## config.mk

```make
export PLATFORM = sky130hd
export DESIGN_NAME = pulse_dial_digit_decoder
export DESIGN_NICKNAME = d
export VERILOG_FILES = /design/src/hw/rtl/pddd_pkg.sv /design/src/hw/rtl/pddd_cfg_regs.sv /design/src/hw/rtl/pddd_step.sv /design/src/hw/rtl/pulse_dial_digit_decoder.sv
export VERILOG_INCLUDE_DIRS = /design/src /design/src/hw/rtl
export SDC_FILE = /design/constraint.sdc
export NUM_CORES = 1
export LEC_CHECK = 0
export ABC_CLOCK_PERIOD_IN_PS = 4600
export BUFFER_PORTS_ARGS = -buffer_cell sky130_fd_sc_hd__buf_2
export CORE_AREA = 4 4 80 137
export CTS_BUF_LIST = sky130_fd_sc_hd__clkbuf_8 sky130_fd_sc_hd__clkbuf_16
export DETAILED_ROUTE_END_ITERATION = 10
export DIE_AREA = 0 0 84 141
export GPL_TIMING_DRIVEN = 0
export PLACE_DENSITY = 0.91
export SKIP_CTS_REPAIR_TIMING = 1
export SYNTH_ARGS = -nofsm -noshare
export SYNTH_HDL_FRONTEND = slang
export SYNTH_SLANG_ARGS = --single-unit
```

## constraint.sdc

```tcl
create_clock -name i_clk -period 4.6 [get_ports i_clk]
set_clock_uncertainty 0.15 [all_clocks]
set_input_delay 0.23 -clock i_clk [delete_from_list [all_inputs] [get_ports i_clk]]
set_output_delay 0.23 -clock i_clk [all_outputs]
set_load 0.02 [all_outputs]
```

## src/hw/rtl/pulse_dial_digit_decoder_assert.svh

```systemverilog
// Assertion macros for the pulse dial digit decoder.
// Included by the RTL files that check their own logic; no other dependencies.
// Defining NO_ASSERTIONS leaves every macro empty.
`ifndef PULSE_DIAL_DIGIT_DECODER_ASSERT_SVH
`define PULSE_DIAL_DIGIT_DECODER_ASSERT_SVH

`ifndef NO_ASSERTIONS

// Same-cycle implication, disabled while reset is held
`define PDDD_ASSERT_NOW(label, clk, rst_n, ante, cons) \
    label: assert property (@(posedge clk) disable iff (!(rst_n)) (ante) |-> (cons)) \
        else $error("pulse dial decoder: same-cycle check failed");

// Next-cycle implication, disabled while reset is held
`define PDDD_ASSERT_NEXT(label, clk, rst_n, ante, cons) \
    label: assert property (@(posedge clk) disable iff (!(rst_n)) (ante) |=> (cons)) \
        else $error("pulse dial decoder: next-cycle check failed");

`else

`define PDDD_ASSERT_NOW(label, clk, rst_n, ante, cons)

`define PDDD_ASSERT_NEXT(label, clk, rst_n, ante, cons)

`endif

`endif

```

## src/hw/rtl/pddd_pkg.sv

```systemverilog
// Shared types and constants for the pulse dial digit decoder.
// No dependencies; used by pddd_cfg_regs, pddd_step and the top level.
`timescale 1ns / 1ps

package pddd_pkg;

    localparam int CFG_BITS   = 16;
    localparam int DIGIT_BITS = 4;
    localparam int APB_ADDR_W = 4;
    localparam int APB_DATA_W = 32;

    // Register indexes (byte address = 4 * index)
    localparam logic [1:0] REG_DIGIT_GAP = 2'd0;
    localparam logic [1:0] REG_END_GAP   = 2'd1;
    localparam logic [1:0] REG_MAX_PULSE = 2'd2;

    // Reset values of the timing registers, in milliseconds
    localparam logic [CFG_BITS-1:0] RST_DIGIT_GAP = 16'd100;
    localparam logic [CFG_BITS-1:0] RST_END_GAP   = 16'd210;
    localparam logic [CFG_BITS-1:0] RST_MAX_PULSE = 16'd60;

    // Pulse count wraps after nine back to zero (modulo ten)
    localparam logic [DIGIT_BITS-1:0] DIGIT_MAX = 4'd9;

    typedef struct packed {
        logic [CFG_BITS-1:0] digit_gap;
        logic [CFG_BITS-1:0] end_gap;
        logic [CFG_BITS-1:0] max_pulse;
    } t_cfg;

    typedef struct packed {
        logic                  emit;
        logic [DIGIT_BITS-1:0] digit;
        logic                  pulse_error;
        logic                  end_of_number;
    } t_result;

endpackage

```

## src/hw/rtl/pddd_cfg_regs.sv

```systemverilog
// APB register file holding the three timing limits of the decoder.
// Depends on pddd_pkg for the register indexes, reset values and t_cfg.
`timescale 1ns / 1ps

module pddd_cfg_regs (
    input  logic                              i_clk,
    input  logic                              i_rst_n,
    input  logic                              psel,
    input  logic                              penable,
    input  logic                              pwrite,
    input  logic [pddd_pkg::APB_ADDR_W-1:0]   paddr,
    input  logic [pddd_pkg::APB_DATA_W-1:0]   pwdata,
    output logic [pddd_pkg::APB_DATA_W-1:0]   prdata,
    output logic                              pready,
    output pddd_pkg::t_cfg                    o_cfg
);

    pddd_pkg::t_cfg r_cfg;
    logic [1:0]     reg_idx;
    logic           wr_en;

    assign pready  = 1'b1;
    assign reg_idx = paddr[3:2];
    assign wr_en   = psel && penable && pwrite && pready;

    // Register writes; unknown indexes are dropped
    always_ff @(posedge i_clk) begin
        if (!i_rst_n) begin
            r_cfg.digit_gap <= pddd_pkg::RST_DIGIT_GAP;
            r_cfg.end_gap   <= pddd_pkg::RST_END_GAP;
            r_cfg.max_pulse <= pddd_pkg::RST_MAX_PULSE;
        end else if (wr_en) begin
            unique case (reg_idx)
                pddd_pkg::REG_DIGIT_GAP: r_cfg.digit_gap <= pwdata[pddd_pkg::CFG_BITS-1:0];
                pddd_pkg::REG_END_GAP:   r_cfg.end_gap   <= pwdata[pddd_pkg::CFG_BITS-1:0];
                pddd_pkg::REG_MAX_PULSE: r_cfg.max_pulse <= pwdata[pddd_pkg::CFG_BITS-1:0];
                default: ;
            endcase
        end
    end

    // Read back
    always_comb begin
        unique case (reg_idx)
            pddd_pkg::REG_DIGIT_GAP: prdata = pddd_pkg::APB_DATA_W'(r_cfg.digit_gap);
            pddd_pkg::REG_END_GAP:   prdata = pddd_pkg::APB_DATA_W'(r_cfg.end_gap);
            pddd_pkg::REG_MAX_PULSE: prdata = pddd_pkg::APB_DATA_W'(r_cfg.max_pulse);
            default:                 prdata = '0;
        endcase
    end

    assign o_cfg = r_cfg;

endmodule

```

## src/hw/rtl/pddd_step.sv

```systemverilog
// Edge detection and gap timing for one line sample: next state and result.
// Depends on pddd_pkg for t_cfg, t_result and the digit constants.
`timescale 1ns / 1ps

module pddd_step #(
    parameter int TIME_BITS = 16
) (
    input  logic                              i_level,
    input  logic [TIME_BITS-1:0]              i_now,
    input  pddd_pkg::t_cfg                    i_cfg,
    input  logic                              i_last_level,
    input  logic [TIME_BITS-1:0]              i_last_edge,
    input  logic [pddd_pkg::DIGIT_BITS-1:0]   i_count,
    input  logic                              i_error_seen,
    output logic                              o_edge,
    output logic [pddd_pkg::DIGIT_BITS-1:0]   o_count,
    output logic                              o_error_seen,
    output pddd_pkg::t_result                 o_result
);

    // Compare width covers both the time and the register width
    localparam int CW = (TIME_BITS > pddd_pkg::CFG_BITS) ? TIME_BITS : pddd_pkg::CFG_BITS;

    logic                 rise;
    logic                 fall;
    logic [TIME_BITS-1:0] elapsed;
    logic [CW-1:0]        el_x;
    logic [CW-1:0]        dgap_x;
    logic [CW-1:0]        egap_x;
    logic [CW-1:0]        maxp_x;
    logic                 closes;

    assign rise    = i_level && !i_last_level;
    assign fall    = !i_level && i_last_level;
    assign o_edge  = rise || fall;

    // Wrapping interval since the last edge
    assign elapsed = i_now - i_last_edge;
    assign el_x    = CW'(elapsed);
    assign dgap_x  = CW'(i_cfg.digit_gap);
    assign egap_x  = CW'(i_cfg.end_gap);
    assign maxp_x  = CW'(i_cfg.max_pulse);
    assign closes  = rise && (el_x >= dgap_x);

    // Result for a closing gap
    assign o_result.emit          = closes;
    assign o_result.digit         = i_count;
    assign o_result.pulse_error   = i_error_seen;
    assign o_result.end_of_number = el_x > egap_x;

    // Count and error flag: cleared on emit, advanced on a falling edge
    always_comb begin
        o_count      = i_count;
        o_error_seen = i_error_seen;
        if (closes) begin
            o_count      = '0;
            o_error_seen = 1'b0;
        end else if (fall) begin
            o_count      = (i_count == pddd_pkg::DIGIT_MAX) ? '0 : i_count + 1'b1;
            o_error_seen = i_error_seen || (el_x >= maxp_x);
        end
    end

endmodule

```

## src/hw/rtl/pulse_dial_digit_decoder.sv

```systemverilog
// Top level of the rotary dial pulse decoder: stream ports, state, result register.
// Depends on pddd_pkg, pddd_cfg_regs, pddd_step and pulse_dial_digit_decoder_assert.svh.
//
// Usage:
//   Line samples arrive on the s_axis channel, one sample per transfer, each
//   carrying the line level and a free-running millisecond timestamp. A falling
//   edge counts one dial pulse (modulo ten); a rising edge after a low gap of at
//   least digit_gap_ms closes the digit and produces one transfer on m_axis:
//   the digit in tdata, the too-wide-pulse flag in tuser, and tlast set when the
//   gap exceeded end_gap_ms (end of the dialled number). Other samples produce
//   nothing. The user sets timing limits over the APB port only while idle; the
//   block does not enforce it. m_axis shows a result in the cycle after the
//   closing sample. Throughput: one sample per cycle if not stalled; all the work is
//   one compare stage between the state registers and a single output register.
//   Stall: while a result waits with m_axis_tready low, s_axis_tready drops;
//   samples that produce no result are still taken whenever the register is free
//   or being emptied in the same cycle.
//   Reset: the line counts as low since time zero, count and error are cleared
//   and the limits return to 100, 210 and 60 ms.
`timescale 1ns / 1ps

`include "pulse_dial_digit_decoder_assert.svh"

module pulse_dial_digit_decoder #(
    parameter int TIME_BITS = 16
) (
    input  logic                              i_clk,
    input  logic                              i_rst_n,
    // APB configuration port
    input  logic                              psel,
    input  logic                              penable,
    input  logic                              pwrite,
    input  logic [pddd_pkg::APB_ADDR_W-1:0]   paddr,
    input  logic [pddd_pkg::APB_DATA_W-1:0]   pwdata,
    output logic [pddd_pkg::APB_DATA_W-1:0]   prdata,
    output logic                              pready,
    // Sample stream in
    input  logic                              s_axis_tvalid,
    output logic                              s_axis_tready,
    input  logic [23:0]                       s_axis_tdata,  // [0] line_level, [16:1] now_ms
    // Digit stream out
    output logic                              m_axis_tvalid,
    input  logic                              m_axis_tready,
    output logic [7:0]                        m_axis_tdata,  // [3:0] digit
    output logic                              m_axis_tuser,  // [0] pulse_error
    output logic                              m_axis_tlast   // end_of_number
);

    pddd_pkg::t_cfg                  cfg;
    pddd_pkg::t_result               step_res;

    logic                            r_last_level;
    logic [TIME_BITS-1:0]            r_last_edge;
    logic [pddd_pkg::DIGIT_BITS-1:0] r_count;
    logic                            r_error_seen;

    logic                            r_m_valid;
    logic [pddd_pkg::DIGIT_BITS-1:0] r_digit;
    logic                            r_pulse_error;
    logic                            r_end_of_number;

    logic                            in_level;
    logic [TIME_BITS-1:0]            in_now;
    logic                            s_xfer;
    logic                            step_edge;
    logic [pddd_pkg::DIGIT_BITS-1:0] n_count;
    logic                            n_error_seen;

    pddd_cfg_regs u_cfg (
        .i_clk   (i_clk),
        .i_rst_n (i_rst_n),
        .psel    (psel),
        .penable (penable),
        .pwrite  (pwrite),
        .paddr   (paddr),
        .pwdata  (pwdata),
        .prdata  (prdata),
        .pready  (pready),
        .o_cfg   (cfg)
    );

    // Unpack the sample; timestamp taken modulo 2^TIME_BITS
    assign in_level = s_axis_tdata[0];
    assign in_now   = TIME_BITS'(s_axis_tdata[16:1]);

    pddd_step #(
        .TIME_BITS (TIME_BITS)
    ) u_step (
        .i_level      (in_level),
        .i_now        (in_now),
        .i_cfg        (cfg),
        .i_last_level (r_last_level),
        .i_last_edge  (r_last_edge),
        .i_count      (r_count),
        .i_error_seen (r_error_seen),
        .o_edge       (step_edge),
        .o_count      (n_count),
        .o_error_seen (n_error_seen),
        .o_result     (step_res)
    );

    // Take a sample whenever the output register is free or draining
    assign s_axis_tready = !r_m_valid || m_axis_tready;
    assign s_xfer        = s_axis_tvalid && s_axis_tready;

    // Decoder state
    always_ff @(posedge i_clk) begin
        if (!i_rst_n) begin
            r_last_level <= 1'b0;
            r_last_edge  <= '0;
            r_count      <= '0;
            r_error_seen <= 1'b0;
        end else if (s_xfer) begin
            r_last_level <= in_level;
            r_count      <= n_count;
            r_error_seen <= n_error_seen;
            if (step_edge) begin
                r_last_edge <= in_now;
            end
        end
    end

    // Output register valid flag
    always_ff @(posedge i_clk) begin
        if (!i_rst_n) begin
            r_m_valid <= 1'b0;
        end else if (s_xfer && step_res.emit) begin
            r_m_valid <= 1'b1;
        end else if (m_axis_tready) begin
            r_m_valid <= 1'b0;
        end
    end

    // Output payload
    always_ff @(posedge i_clk) begin
        if (s_xfer && step_res.emit) begin
            r_digit         <= step_res.digit;
            r_pulse_error   <= step_res.pulse_error;
            r_end_of_number <= step_res.end_of_number;
        end
    end

    assign m_axis_tvalid = r_m_valid;
    assign m_axis_tdata  = 8'(r_digit);
    assign m_axis_tuser  = r_pulse_error;
    assign m_axis_tlast  = r_end_of_number;

    // Checks on the decoder's own logic
    `PDDD_ASSERT_NOW(a_count_range, i_clk, i_rst_n, 1'b1, r_count <= pddd_pkg::DIGIT_MAX)
    `PDDD_ASSERT_NOW(a_digit_range, i_clk, i_rst_n, r_m_valid, r_digit <= pddd_pkg::DIGIT_MAX)
    `PDDD_ASSERT_NEXT(a_level_follows, i_clk, i_rst_n, s_xfer, r_last_level == $past(in_level))
    `PDDD_ASSERT_NEXT(a_emit_shows, i_clk, i_rst_n, s_xfer && step_res.emit, m_axis_tvalid)
    `PDDD_ASSERT_NEXT(a_emit_clears, i_clk, i_rst_n, s_xfer && step_res.emit, r_count == '0 && !r_error_seen)

endmodule

```

==> metrics <==
Post-Syn Area=5370 µm²; port bufs=64; GP Congestion=0.966; Post-DRT Antenna Nets=0; cell taking the most area after synthesis=dfxtp_1; Rows=48; vias post-DR=5334; H-tree level count=3; Async S/R FF share, synth=0; worst slew pin tran=0.958 ns; Root Driver=clkbuf_16; Yosys reg bits=77; DR vias/cell=5.80; R2R depth=14; Pre-antenna DRT Iters=6; Inserted Diodes=0; f_max=0.230 GHz; Post-Syn Instances=694; placed cell area=5920 µm²; WL final=15200 µm; fin. max-slew vios=0; Comb power frac=0.277; Hold Worst Slack=-0.0254 ns; final setup fails=0; sequential share of the synthesized area=0.298; die footprint=11800 µm²; Unique masters post-synth=60; PnR Total Power=0.00213 W; syn_area_per_cell=7.73 µm²; Chip Height=141 µm; CTS Buf Count=9; failing checks=negative hold slack; CTS tree=done; initial antenna violation count=0; Final HPWL DP=11600 µm; Final nets=925; Static Leak=2.67 nW; largest cells by area after synthesis=dfxtp_1 (26%), ha_1 (16%), nand2_1 (10%), a21oi_1 (7.4%), inv_1 (4.8%); switching part of the total=0.311; largest net degree at the start of global routing=14; Core Region=9850 µm²; Max clock buf depth=2; Final Hold Fails=19; most frequent cells in the layout=nand2_1 (145), a21oi_1 (79), dfxtp_1 (71), inv_1 (69), buf_2 (68); Reg power frac=0.334; Crit Path Max Fanout=7; drt drc=0; Area growth syn-to-layout=17.7%; max_slew headroom=0.353; EDFF count, synth=6; DRT iter0 DRCs=323; layout cell share with drive strength beyond 1=0.150; first-pass GRT wire length=24100 µm; die width=84 µm; ys flop type=dfxtp_1; total track usage=0.257; internal power=0.00147 W; Ports=112; Yosys warnings=0; status=finished with violations; crit end category=flip-flop; Remaining Overflow, GRT=0; Sw Pwr=0.000663 W; Final Cycle Share=0.945; Clock Latency Late Sink=0.35 ns; clk sink count=77; CP Class=input pin to flip-flop; Finished Layout Cells=920; final instance area=6320 µm²; worst endpoint required time=4.48 ns; DR WL/cell=16.5 µm; setup TNS=0 ns; Cell Pwr Density=337 nW/µm²; Hold WC Path Type=input pin to flip-flop; top-area cell type share of the netlist area=0.265; max-cap violations=0; Hold Path Stages=3; Clock power frac=0.389; vias in the first global route=5267; Final min period=4.35 ns; register clock-pin slew on the reported worst setup and hold paths=0.06 ns; CP Data Arrival Time=4.23 ns; commonest non-fill, non-tap cell in the layout=nand2_1; RSZ-0062 raised after global routing=false; Worst VDD drop=0.241 mV; Core Util, Final=0.641; Initial Util=0.545; CP startpoint kind=input pin; Placed Cells incl. Taps=902
-- registers in the layout (all words and copies together), names as in the netlist --
register and cells:
u_cfg.o_cfg 48, r_last_edge 16, r_count 4, r_digit 4
m_axis_tlast 1, m_axis_tuser 1, m_axis_tvalid 1, r_error_seen 1
r_last_level 1
-- through the flow --
stage               setup slack, ns  hold WS (ns)
floorplan                     0.808         0.216
global placement             -0.163         0.291
detailed placement           -0.235         0.298
CTS                          -0.216       -0.0206
global route                 0.0410      0.000582
finish                        0.251       -0.0254
-- worst max-delay path, stage by stage --
cell	delay, ns
dlygate4sd3_1	0.53
buf_2	0.13
ha_1	0.34
inv_1	0.12
nor3_1	0.26
o211ai_1	0.16
a31o_2	0.27
o211ai_1	0.19
nand3_1	0.24
ha_1	0.37
nand4_1	0.18
nor3_2	0.36
nor4b_4	0.45
o31ai_4	0.17
nor2_4	0.24
-- cell families (layout without fill, tap and decap cells) --
| logic type | count (synthesis) | after routing | share of synthesized area |
|---|---|---|---|
| AOI/OAI and AO/OA | 173 | 173 | 0.203 |
| other | 2 | 21 | 0.00140 |
| and+or+nand+nor | 229 | 229 | 0.192 |
| buffers and inverters | 119 | 201 | 0.0991 |
| muxes | 16 | 16 | 0.0298 |
| xor gates and xnor gates | 10 | 10 | 0.0163 |
| DFF | 77 | 77 | 0.298 |
| adders and majority gates | 68 | 68 | 0.160 |
-- layer usage --
metal	routed length [µm]	track usage
met1	5390	0.256
met5	0	0
met3	974	0.0444
met2	7530	0.457
met4	1270	0.217
-- cell usage after synthesis (2+ instances only) --
cell and n:
a211oi_1 4, a21o_1 12, a21oi_1 79, and2_1 3, and3_1 2, buf_2 4, buf_4 21, clkbuf_1 24
conb_1 2, dfxtp_1 71, edfxtp_1 6, ha_1 67, inv_1 69, mux2i_1 16, nand2_1 145, nand2b_1 7
nand3_1 10, nand4_1 10, nor2_1 17, nor2b_1 8, nor3_1 10, nor4_1 3, o2111ai_1 2, o211ai_1 16
o21a_1 5, o21ai_0 29, o311ai_0 2, o31a_1 3, o31ai_1 3, o41ai_1 2, or3_1 5, xnor2_1 5
xor2_1 5
-- cell type report --
class / count / area, µm²
multi-input combinational: 517 / 3330
inverter: 69 / 259
clock buffer: 12 / 278
fill: 834 / 3530
sequential: 77 / 1600
timing repair buffer: 66 / 340
tap: 125 / 156
clock inverter: 4 / 75.1
buffer: 50 / 273
-- power groups by stage --
stage / Sequential, W / Combinational [W] / Clock, W
final: 0.000712 / 0.000589 / 0.000830
after global routing: 0.000714 / 0.000655 / 0.000856
after CTS: 0.000712 / 0.000570 / 0.000827
after detailed placement: 0.000726 / 0.000564 / 0
after global placement: 0.000725 / 0.000545 / 0
after floorplan: 0.000730 / 0.000405 / 0
-- path summary, 6_finish.rpt --
path	from	end	slack (ns)
worst max-delay path	s_axis_tdata[10]	m_axis_tlast$_DFFE_PP_	0.25
worst min-delay path	s_axis_tdata[12]	r_last_edge[11]$_SDFFE_PN0P_	-0.03
worst max register to register	r_last_edge[2]$_SDFFE_PN0P_	m_axis_tlast$_DFFE_PP_	0.28
worst min register to register	r_last_edge[11]$_SDFFE_PN0P_	r_last_edge[11]$_SDFFE_PN0P_	0.30
(Power assumes the default switching activity.)
